**config.mk**
```make
export PLATFORM = sky130hd
export DESIGN_NAME = multi_channel_esc_pulse_generator
export DESIGN_NICKNAME = d
export VERILOG_FILES = /design/src/rtl/mcesc_pkg.sv /design/src/rtl/mcesc_buttons.sv /design/src/rtl/multi_channel_esc_pulse_generator.sv
export SDC_FILE = /design/constraint.sdc
export NUM_CORES = 1
export LEC_CHECK = 0
export BUFFER_PORTS_ARGS = -buffer_cell sky130_fd_sc_hd__clkbuf_2
export CAP_MARGIN = 40
export CORE_ASPECT_RATIO = 0.7
export CORE_UTILIZATION = 65
export DETAILED_ROUTE_END_ITERATION = 16
export GPL_ROUTABILITY_DRIVEN = 0
export PLACE_DENSITY_LB_ADDON = 0.1
export SYNTH_ARGS = -nofsm -noshare
export SYNTH_HDL_FRONTEND = slang
export SYNTH_SLANG_ARGS = --single-unit
```
**constraint.sdc**
```tcl
create_clock -name clk -period 11.4 [get_ports clk]
set_input_delay 2.28 -clock clk [delete_from_list [all_inputs] [get_ports clk]]
set_output_delay 2.28 -clock clk [all_outputs]
set_load 0.02 [all_outputs]
```
**src/rtl/mcesc_pkg.sv**
```systemverilog
// shared widths, constants and types of the esc pulse generator
package mcesc_pkg;

  localparam int NUM_MOTORS     = 4;
  localparam int DEBOUNCE_DEPTH = 10;

  localparam int SPEED_W   = 8;
  localparam int PULSE_W   = 16;
  localparam int PHASE_W   = 8;
  localparam int FRAMES_W  = 8;
  localparam int HOLD_W    = 10;
  localparam int POWER_W   = 16;
  localparam int PWR_FIELDS = 4;
  localparam int LINES_W   = 4;
  localparam int CH_W      = $clog2(NUM_MOTORS + 1);
  localparam int IDX_W     = (NUM_MOTORS > 1) ? $clog2(NUM_MOTORS) : 1;
  localparam int SLOT_W    = $clog2(DEBOUNCE_DEPTH);

  localparam int CFG_IDX_W  = 3;
  localparam int CFG_DATA_W = 16;
  localparam int IN_DATA_W  = 72;
  localparam int OUT_DATA_W = 16;

  localparam logic [PHASE_W-1:0]  FRAME_TICKS_RST      = 8'd20;
  localparam logic [FRAMES_W-1:0] WATCHDOG_LIMIT_RST   = 8'd100;
  localparam logic [SPEED_W-1:0]  POWER_LIMIT_RST      = 8'd200;
  localparam logic [PULSE_W-1:0]  PULSE_BASE_RST       = 16'd2500;
  localparam logic [7:0]          PULSE_MULT_RST       = 8'd10;
  localparam logic [HOLD_W-1:0]   REPEAT_DELAY_RST     = 10'd500;
  localparam logic [HOLD_W-1:0]   REPEAT_STEP_BACK_RST = 10'd80;

  localparam logic [SPEED_W-1:0]  SPEED_STEP   = 8'd10;
  localparam logic [SPEED_W-1:0]  SPEED_UP_MAX = 8'd100;
  localparam logic [FRAMES_W-1:0] FRAMES_SAT   = 8'd255;
  localparam logic [HOLD_W-1:0]   HOLD_SAT     = 10'd1023;

  typedef enum logic [CFG_IDX_W-1:0] {
    REG_FRAME_TICKS      = 3'd0,
    REG_WATCHDOG_LIMIT   = 3'd1,
    REG_POWER_LIMIT      = 3'd2,
    REG_PULSE_BASE       = 3'd3,
    REG_PULSE_MULT       = 3'd4,
    REG_BUTTONS_ENABLE   = 3'd5,
    REG_REPEAT_DELAY     = 3'd6,
    REG_REPEAT_STEP_BACK = 3'd7
  } cfg_reg_t;

  // one debounce sample request from the pulse logic
  typedef struct packed {
    logic       fire;
    logic [1:0] sample;  // bit 1 up, bit 0 down
  } btn_ctrl_t;

  typedef struct packed {
    logic [HOLD_W-1:0] delay;
    logic [HOLD_W-1:0] step_back;
  } rpt_cfg_t;

endpackage

```
**src/rtl/mcesc_buttons.sv**
```systemverilog
// button debounce, edge detect and auto-repeat stepping of motor zero speed
module mcesc_buttons
  import mcesc_pkg::*;
(
  input  logic               clk,
  input  logic               rst_n,
  input  btn_ctrl_t          ctrl,
  input  rpt_cfg_t           rpt,
  input  logic [SPEED_W-1:0] speed_i,
  output logic [SPEED_W-1:0] speed_o
);

  typedef struct packed {
    logic              fire;
    logic [HOLD_W-1:0] cnt;
  } hold_res_t;

  logic [1:0]        hist_r [DEBOUNCE_DEPTH];
  logic [SLOT_W-1:0] slot_r;
  logic [SLOT_W-1:0] slot_nxt;
  logic [1:0]        stable_r;
  logic [1:0]        stable_nxt;
  logic [HOLD_W-1:0] hold_up_r;
  logic [HOLD_W-1:0] hold_up_nxt;
  logic [HOLD_W-1:0] hold_dn_r;
  logic [HOLD_W-1:0] hold_dn_nxt;

  function automatic logic [SPEED_W-1:0] step_up(input logic [SPEED_W-1:0] s);
    step_up = (s < SPEED_UP_MAX) ? s + SPEED_STEP : s;
  endfunction

  function automatic logic [SPEED_W-1:0] step_down(input logic [SPEED_W-1:0] s);
    step_down = (s > SPEED_STEP) ? s - SPEED_STEP : '0;
  endfunction

  function automatic hold_res_t hold_step(input logic [HOLD_W-1:0] cnt,
                                          input logic held,
                                          input rpt_cfg_t cfg);
    hold_res_t res;
    res.fire = 1'b0;
    res.cnt  = cnt;
    if (!held) begin
      res.cnt = '0;
    end else begin
      if (res.cnt > cfg.delay) begin
        res.fire = 1'b1;
        res.cnt  = (res.cnt > cfg.step_back) ? res.cnt - cfg.step_back : '0;
      end
      if (res.cnt < HOLD_SAT) res.cnt = res.cnt + 1'b1;
    end
    hold_step = res;
  endfunction

  hold_res_t hu;
  hold_res_t hd;
  logic [1:0] fresh;

  always_comb begin
    logic [SPEED_W-1:0] s;
    logic [1:0]         acc;
    acc = 2'b11;
    // history with the new sample already in its slot
    for (int i = 0; i < DEBOUNCE_DEPTH; i++) begin
      acc = acc & ((slot_r == SLOT_W'(i)) ? ctrl.sample : hist_r[i]);
    end
    stable_nxt = acc;
    fresh = ~stable_r & acc;
    s = speed_i;
    if (fresh[1]) s = step_up(s);
    else if (fresh[0]) s = step_down(s);
    hu = hold_step(hold_up_r, acc[1], rpt);
    if (hu.fire) s = step_up(s);
    hd = hold_step(hold_dn_r, acc[0], rpt);
    if (hd.fire) s = step_down(s);
    hold_up_nxt = hu.cnt;
    hold_dn_nxt = hd.cnt;
    speed_o = s;
    slot_nxt = (slot_r >= SLOT_W'(DEBOUNCE_DEPTH - 1)) ? '0 : slot_r + 1'b1;
  end

  always_ff @(posedge clk) begin
    if (!rst_n) begin
      for (int i = 0; i < DEBOUNCE_DEPTH; i++) hist_r[i] <= '0;
      slot_r    <= '0;
      stable_r  <= '0;
      hold_up_r <= '0;
      hold_dn_r <= '0;
    end else if (ctrl.fire) begin
      hist_r[slot_r] <= ctrl.sample;
      slot_r    <= slot_nxt;
      stable_r  <= stable_nxt;
      hold_up_r <= hold_up_nxt;
      hold_dn_r <= hold_dn_nxt;
    end
  end

endmodule

```
**src/rtl/multi_channel_esc_pulse_generator.sv**
```systemverilog
// top level of the four-channel esc pulse generator
//
// Input beats are either base-timer ticks (in_tuser 0, optionally with a
// millisecond strobe and raw button levels) or set-power commands (in_tuser 1).
// Every input beat produces exactly one output beat carrying the pulse line
// levels, the stored speed of motor zero and the watchdog flag, all taken
// after that beat's update.
// An accepted beat's result is registered and shows up on out_* in the next
// cycle. Throughput is one beat per cycle while the receiver keeps up; the
// whole update (pulse counter, frame phase, watchdog, 8x8 pulse width
// products, debounce) sits between the state and output registers.
// When the receiver stalls, the output register holds its beat and in_tready
// drops until it is taken; a beat is still accepted in the cycle the waiting
// one leaves.
// Configuration writes on cfg_* are always taken (cfg_ready high); the user must
// make them only while no beat is in flight, as the block does not enforce it.
// Reset (rst_n low, synchronous) loads the default register values, clears
// speeds, counters and debounce history, leaves all pulse lines idle and
// empties the output register.
module multi_channel_esc_pulse_generator
  import mcesc_pkg::*;
(
  input  logic                  clk,
  input  logic                  rst_n,
  input  logic                  in_tvalid,
  output logic                  in_tready,
  // ms_strobe, button_up, button_down, power_zero, power_one, power_two,
  // power_three, power_present, one zero pad bit
  input  logic [IN_DATA_W-1:0]  in_tdata,
  // cmd
  input  logic                  in_tuser,
  output logic                  out_tvalid,
  input  logic                  out_tready,
  // esc_lines, motor_zero_speed, timed_out, zero pad bits
  output logic [OUT_DATA_W-1:0] out_tdata,
  input  logic                  cfg_valid,
  output logic                  cfg_ready,
  input  logic [CFG_IDX_W-1:0]  cfg_index,
  input  logic [CFG_DATA_W-1:0] cfg_data
);

  // configuration
  logic [PHASE_W-1:0]  frame_ticks_r;
  logic [FRAMES_W-1:0] wd_limit_r;
  logic [SPEED_W-1:0]  power_limit_r;
  logic [PULSE_W-1:0]  pulse_base_r;
  logic [7:0]          pulse_mult_r;
  logic                buttons_en_r;
  rpt_cfg_t            rpt_r;

  // pulse state
  logic [SPEED_W-1:0]  speed_r [NUM_MOTORS];
  logic [SPEED_W-1:0]  speed_nxt [NUM_MOTORS];
  logic [PHASE_W-1:0]  phase_r, phase_nxt;
  logic [FRAMES_W-1:0] frames_r, frames_nxt;
  logic [CH_W-1:0]     ch_r, ch_nxt;
  logic [PULSE_W-1:0]  count_r, count_nxt;
  logic [PULSE_W-1:0]  target_r, target_nxt;

  logic                  out_valid_r, out_valid_nxt;
  logic [OUT_DATA_W-1:0] out_data_r, out_data_nxt;

  logic accept;
  logic cfg_we;

  logic                ms_strobe;
  logic [1:0]          btn_sample;
  logic [POWER_W-1:0]  power [PWR_FIELDS];
  logic [PWR_FIELDS-1:0] present;

  btn_ctrl_t           btn_ctrl;
  logic [SPEED_W-1:0]  btn_speed_in;
  logic [SPEED_W-1:0]  btn_speed_out;

  function automatic logic [PULSE_W-1:0] pulse_width(input logic [PULSE_W-1:0] base,
                                                     input logic [SPEED_W-1:0] s,
                                                     input logic [7:0] mult);
    logic [PULSE_W-1:0] prod;
    logic [PULSE_W:0]   sum;
    prod = PULSE_W'(s) * PULSE_W'(mult);
    sum  = {1'b0, base} + {1'b0, prod};
    pulse_width = sum[PULSE_W] ? '1 : sum[PULSE_W-1:0];
  endfunction

  assign in_tready = !out_valid_r || out_tready;
  assign accept    = in_tvalid && in_tready;
  assign cfg_ready = 1'b1;
  assign cfg_we    = cfg_valid && cfg_ready;

  assign ms_strobe  = in_tdata[0];
  assign btn_sample = {in_tdata[1], in_tdata[2]};
  assign power[0]   = in_tdata[18:3];
  assign power[1]   = in_tdata[34:19];
  assign power[2]   = in_tdata[50:35];
  assign power[3]   = in_tdata[66:51];
  assign present    = in_tdata[70:67];

  assign btn_ctrl.fire   = accept && !in_tuser && ms_strobe && buttons_en_r;
  assign btn_ctrl.sample = btn_sample;

  mcesc_buttons u_buttons (
    .clk     (clk),
    .rst_n   (rst_n),
    .ctrl    (btn_ctrl),
    .rpt     (rpt_r),
    .speed_i (btn_speed_in),
    .speed_o (btn_speed_out)
  );

  always_comb begin
    logic [CH_W-1:0]    next_ch;
    logic [LINES_W-1:0] lines;
    logic [PULSE_W-1:0] pc;
    for (int i = 0; i < NUM_MOTORS; i++) speed_nxt[i] = speed_r[i];
    phase_nxt  = phase_r;
    frames_nxt = frames_r;
    ch_nxt     = ch_r;
    count_nxt  = count_r;
    target_nxt = target_r;
    next_ch    = ch_r + 1'b1;
    pc         = count_r + 1'b1;
    if (in_tuser) begin
      for (int i = 0; i < NUM_MOTORS && i < PWR_FIELDS; i++) begin
        if (present[i] && power[i][POWER_W-1:SPEED_W] == '0) begin
          speed_nxt[i] = (power[i][SPEED_W-1:0] > power_limit_r) ?
                         power_limit_r : power[i][SPEED_W-1:0];
        end
      end
      frames_nxt = '0;
    end else begin
      if (ch_r < CH_W'(NUM_MOTORS)) begin
        count_nxt = pc;
        if (pc >= target_r) begin
          ch_nxt    = next_ch;
          count_nxt = '0;
          if (next_ch < CH_W'(NUM_MOTORS)) begin
            target_nxt = pulse_width(pulse_base_r, speed_r[next_ch[IDX_W-1:0]],
                                     pulse_mult_r);
          end
        end
      end
      if (ms_strobe) begin
        if (phase_r == frame_ticks_r) begin
          // new frame: cuts any pulse in progress short
          phase_nxt  = '0;
          ch_nxt     = '0;
          count_nxt  = '0;
          target_nxt = pulse_width(pulse_base_r, speed_r[0], pulse_mult_r);
          if (frames_r > wd_limit_r) begin
            for (int i = 0; i < NUM_MOTORS; i++) speed_nxt[i] = '0;
          end else if (frames_r != FRAMES_SAT) begin
            frames_nxt = frames_r + 1'b1;
          end
        end else begin
          phase_nxt = phase_r + 1'b1;
        end
      end
    end
    btn_speed_in = speed_nxt[0];
    if (btn_ctrl.fire) speed_nxt[0] = btn_speed_out;

    lines = '0;
    for (int i = 0; i < LINES_W && i < NUM_MOTORS; i++) begin
      lines[i] = (ch_nxt == CH_W'(i));
    end
    out_data_nxt = {3'b000, (frames_nxt > wd_limit_r), speed_nxt[0], lines};
    out_valid_nxt = accept || (out_valid_r && !out_tready);
  end

  always_ff @(posedge clk) begin
    if (!rst_n) begin
      for (int i = 0; i < NUM_MOTORS; i++) speed_r[i] <= '0;
      phase_r     <= '0;
      frames_r    <= '0;
      ch_r        <= CH_W'(NUM_MOTORS);
      count_r     <= '0;
      target_r    <= '0;
      out_valid_r <= 1'b0;
    end else begin
      out_valid_r <= out_valid_nxt;
      if (accept) begin
        for (int i = 0; i < NUM_MOTORS; i++) speed_r[i] <= speed_nxt[i];
        phase_r  <= phase_nxt;
        frames_r <= frames_nxt;
        ch_r     <= ch_nxt;
        count_r  <= count_nxt;
        target_r <= target_nxt;
      end
    end
  end

  always_ff @(posedge clk) begin
    if (accept) out_data_r <= out_data_nxt;
  end

  always_ff @(posedge clk) begin
    if (!rst_n) begin
      frame_ticks_r   <= FRAME_TICKS_RST;
      wd_limit_r      <= WATCHDOG_LIMIT_RST;
      power_limit_r   <= POWER_LIMIT_RST;
      pulse_base_r    <= PULSE_BASE_RST;
      pulse_mult_r    <= PULSE_MULT_RST;
      buttons_en_r    <= 1'b0;
      rpt_r.delay     <= REPEAT_DELAY_RST;
      rpt_r.step_back <= REPEAT_STEP_BACK_RST;
    end else if (cfg_we) begin
      case (cfg_index)
        REG_FRAME_TICKS:      frame_ticks_r   <= cfg_data[PHASE_W-1:0];
        REG_WATCHDOG_LIMIT:   wd_limit_r      <= cfg_data[FRAMES_W-1:0];
        REG_POWER_LIMIT:      power_limit_r   <= cfg_data[SPEED_W-1:0];
        REG_PULSE_BASE:       pulse_base_r    <= cfg_data[PULSE_W-1:0];
        REG_PULSE_MULT:       pulse_mult_r    <= cfg_data[7:0];
        REG_BUTTONS_ENABLE:   buttons_en_r    <= cfg_data[0];
        REG_REPEAT_DELAY:     rpt_r.delay     <= cfg_data[HOLD_W-1:0];
        REG_REPEAT_STEP_BACK: rpt_r.step_back <= cfg_data[HOLD_W-1:0];
        default: ;
      endcase
    end else if (accept && in_tuser) begin
      // a command hands control back from the buttons unless a cfg write wins
      buttons_en_r <= 1'b0;
    end
  end

  assign out_tvalid = out_valid_r;
  assign out_tdata  = out_data_r;

endmodule
```
==> impl.org <==
** Timing
- Rel. slew slack :: 0.199
- Count of final max-slew check failures :: 0
- Crit share post-route :: 0.709
- Adding up every negative setup slack in the final design gives 0 ps.
- Crit path setup slack, layout :: 3310 ps
- The worst path needs 8090 ps of the cycle, external delays included.
- Setup repair after global routing left no endpoint under its margin.
- For the pin with the worst max-slew slack, the measured transition is 1190 ps.
- Clock skew after layout :: 13.5 ps
- Timing would allow up to 0.124 GHz.
- Final setup violation count :: 0
- Hold WS :: 442 ps
- Number of failing hold endpoints at the final stage :: 0

** GRT
- Aggregate global routing overflow :: 0
- The first global-routing pass estimated 89200 um of wire.
- The via count of the first global-routing pass came to 17200.
- Overall fraction of global-route tracks in use :: 0.364
- Largest net degree at the start of global routing :: 80
- The number of antenna violations at the first check in global routing came to 3.

** Critical path
- Critical Path AT :: 8320 ps
- The worst register-to-register path begins at ch_r[0].
- The worst setup path is launched from an input pin.
- Critical Path Sink Type :: flop
- For the worst setup path, the data required time is 11640 ps.
- Number of buffers and inverters on the critical path :: 1
- The largest individual stage delay along the critical path comes from the cell or2_2.
- Along the worst path, the maximum fanout reaches 14.
- The worst register-to-register path ends at target_r[0].
- CP endpoint :: speed_r[0][5]
- Worst setup path startpoint :: in_tdata[6]
- Number of cells on the worst reg-to-reg path :: 25
- In this run the number of cells on the critical path is 23.
- The cell family contributing the most delay on the critical path is simple AND/OR/NAND/NOR gates.
- On the worst path, the slowest cell contributes a delay of 500 ps.
- Kind of critical path :: in -> reg
- Traced cell by cell, the critical path runs through clkbuf_2 -> ha_1 -> nand4_1 -> or2_2 -> nand2_1 -> o22ai_1 -> a22o_1 -> nor2_1 -> ha_1 -> nor2b_1 -> o211a_1 -> a211oi_2 -> mux2i_1 -> o211ai_1 -> o31ai_4 -> nand2_1 -> xnor2_1 -> ha_1 -> nand2_1 -> or4_1 -> a32oi_1 -> xnor2_1 -> o32ai_1.
- The setup check on the worst reg-to-reg path leaves a slack of 3520 ps.

** Power and ir drop
- Power share of the sequential group :: 0.419
- Clock group share of total power :: 0.384
- In this run the static leakage power is 0.00930 uW.
- Cell-internal power :: 1380 uW
- Fraction of power consumed by combinational cells :: 0.197
- Worst IR drop on VDD :: 0.0957 mV
- Total power per unit cell area :: 92.1 mW/mm2
- NetSw :: 580 uW
- Of the total power, the share spent switching nets is 0.296.

** CTS
- In this run the number of H-tree levels came out at 1.
- Number of buffers inserted by hold repair at cts :: 0
- The tree built by TritonCTS fans out to 212 sinks.
- In this run the post-CTS setup repair buffer count came out at 0.
- Total of cells resized after clock tree synthesis :: 0
- Clock tree from TritonCTS :: yes
- Clk root buf :: clkbuf_16
- At the later pin of the worst-skew pair, clock insertion delay measures 540 ps.
- Clock buffer count from CTS :: 22
- In this run the deepest clock path goes through 3 buffers.
- CTS clock-pin slew for the worst setup and hold paths :: 60 ps

** Drt
- Dividing the detail-routed via count by the number of cells gives 6.32.
- Number of violations reported at the end of detailed-routing iteration 0 :: 1783
- DRC errors left :: 0
- Number of nets still failing antenna checks after routing :: 0
- Across all layers, the routed design uses 18100 vias.
- Routed wire length per instance :: 19.7 um
- The routed design has 56400 um of wire.
- First drt pass iteration count :: 6

** Hold path
- The worst hold path belongs to the class reg -> reg.

** Cells and area
- Ratio of cells with drive above 1 in the final layout :: 0.0890
- Layout Nets :: 2838
- The library cells used most frequently in the layout, excluding fill and tap cells, are nand2_1 (356), inv_1 (234), ha_1 (191).
- Most common library cell in the layout ignoring fill and taps :: nand2_1
- The layout has 2296 filler cells.
- Area Overhead vs Synth :: 8.02%

** Logic synthesis
- Primary flip-flop cell chosen by synthesis mapping :: dfxtp_1
- Number of synthesized flops with an enable pin :: 65
- In this run, synthesis produced a sequential element count of 212.
- After synthesis, the share of flip-flops with an asynchronous set or reset is 0.
- Post-synthesis instance area :: 0.0197 mm2
- Gate Count Post-Synth :: 2384
- Portion of the post-synthesis area used by sequential elements :: 0.249
- Synth warn :: 0
- A synthesized cell averages 8.25 um2.
- Counting distinct cell types in the post-synthesis netlist gives 96.

** Status
- The run finished with clean final reports.

** Floorplanning
- Die height :: 148 um
- Starting density of the core :: 0.670
- Row generation in the floorplan step produced 52 rows.
- The core region is 0.0293 mm2.
- The die is 210 um wide.
- I/O Pins :: 116
- The die covers 0.0310 mm2.

** Placement
- Buffers added on ports :: 110
- Before CTS, the worst setup slack after placement is 3010 ps.
- Placed wire-length estimate after detailed placement :: 44100 um

** Flow run
- Max-cap violations in this run came to 0.
[kinds of logic after synthesis]
group	after synthesis	share of synthesized area
compound gates	548	0.187
mux	26	0.0186
fa+ha+maj	295	0.227
xor+xnor	77	0.0343
other cells	2	0.000382
buf+inv	327	0.0640
flops	212	0.249
simple gates	897	0.220
[layout make-up]
type | count | area [um2] | area share
inverter | 236 | 888 | 0.0418
clock buffer | 30 | 694 | 0.0327
antenna | 1 | 2.50 | 0.000118
clock inverter | 9 | 55.1 | 0.00259
sequential | 212 | 4890 | 0.230
tap | 405 | 507 | 0.0239
timing repair buffer | 127 | 676 | 0.0318
multi-input combinational | 1847 | 13500 | 0.637
[layer usage]
layer  vias up  GRT usage  routed length (um)
met3       121     0.0867                6710
met4         0      0.103                1480
met5         -          0                   0
li1       8403          -                   -
met1      8586      0.526               24900
met2       997      0.543               23300
[worst min-delay path by stage]
stage	from	endpoint	slack, ps	cells past startpoint
2_1_floorplan	u_buttons.stable_r[0]	u_buttons.stable_r[0]	410	2
3_3_place_gp	u_buttons.stable_r[0]	u_buttons.stable_r[0]	430	2
3_5_place_dp	u_buttons.stable_r[0]	u_buttons.stable_r[0]	440	2
4_1_cts	u_buttons.stable_r[0]	u_buttons.stable_r[0]	440	2
5_1_grt	u_buttons.stable_r[0]	u_buttons.stable_r[0]	480	2
6_report	u_buttons.stable_r[0]	u_buttons.stable_r[0]	440	2
[power groups by stage]
stage               Sequential [uW]  Combinational [uW]  Clock, uW
global placement                834                 362          0
detailed placement              835                 376          0
global route                    821                 429        783
floorplan                       823                 275          0
finish                          820                 385        751
CTS                             818                 379        756
[state kept, by name, summed over array words and instances (netlist names), 10 cells and up]
register             count
rpt_r                   20
u_buttons.hist_r        20
u_buttons.hold_up_r     10
target_r                16
speed_r                 32
out_tdata               13
u_buttons.hold_dn_r     10
pulse_base_r            16
count_r                 16
[synth_stat cells, types with 14 or more instances]
cell type	count	area share
nor2b_1	39	0.012
nor3_1	35	0.0089
a21boi_0	67	0.026
xor2_1	26	0.012
o211ai_1	34	0.013
nor2_1	173	0.033
and3_1	24	0.0076
edfxtp_1	65	0.099
xnor2_1	51	0.023
nand2b_1	23	0.0073
a22o_1	18	0.0080
clkbuf_1	77	0.015
o21a_1	17	0.0065
a21o_1	31	0.012
o21ai_0	112	0.029
nand3_1	59	0.015
dfxtp_1	147	0.15
fa_1	104	0.11
o22ai_1	25	0.0080
inv_1	234	0.045
nand2_1	356	0.068
o31ai_1	14	0.0053
nand4_1	34	0.011
a21oi_1	120	0.031
ha_1	191	0.12
and2_1	75	0.024
[metrics by stage]
stage	utilization	power (uW)	cell area [um2]	cells
3_5_place_dp	0.698	1210	20500	2827
3_3_place_gp	0.697	1200	20400	2820
4_1_cts	0.724	1950	21200	2866
6_report	0.724	1960	21200	2867
2_1_floorplan	-	1100	19700	2386
5_1_grt	0.724	2030	21200	2866
[worst register-to-register path: stages (launching register included)]
cell,delay [ps]
dfxtp_1,840
ha_1,560
mux4_2,510
nand2_1,140
fa_1,450
fa_1,510
inv_1,40
ha_1,260
inv_1,50
fa_1,590
inv_1,60
ha_1,290
a21o_1,180
a21oi_1,220
o21ai_0,130
a21oi_1,220
o21ai_0,120
a21oi_1,250
nor2b_1,80
o21a_1,200
o41a_1,360
a31oi_1,220
xnor2_1,320
nand3_1,630
o22ai_1,420
o31ai_1,90
No activity file was read; power rests on OpenSTA's default activity.
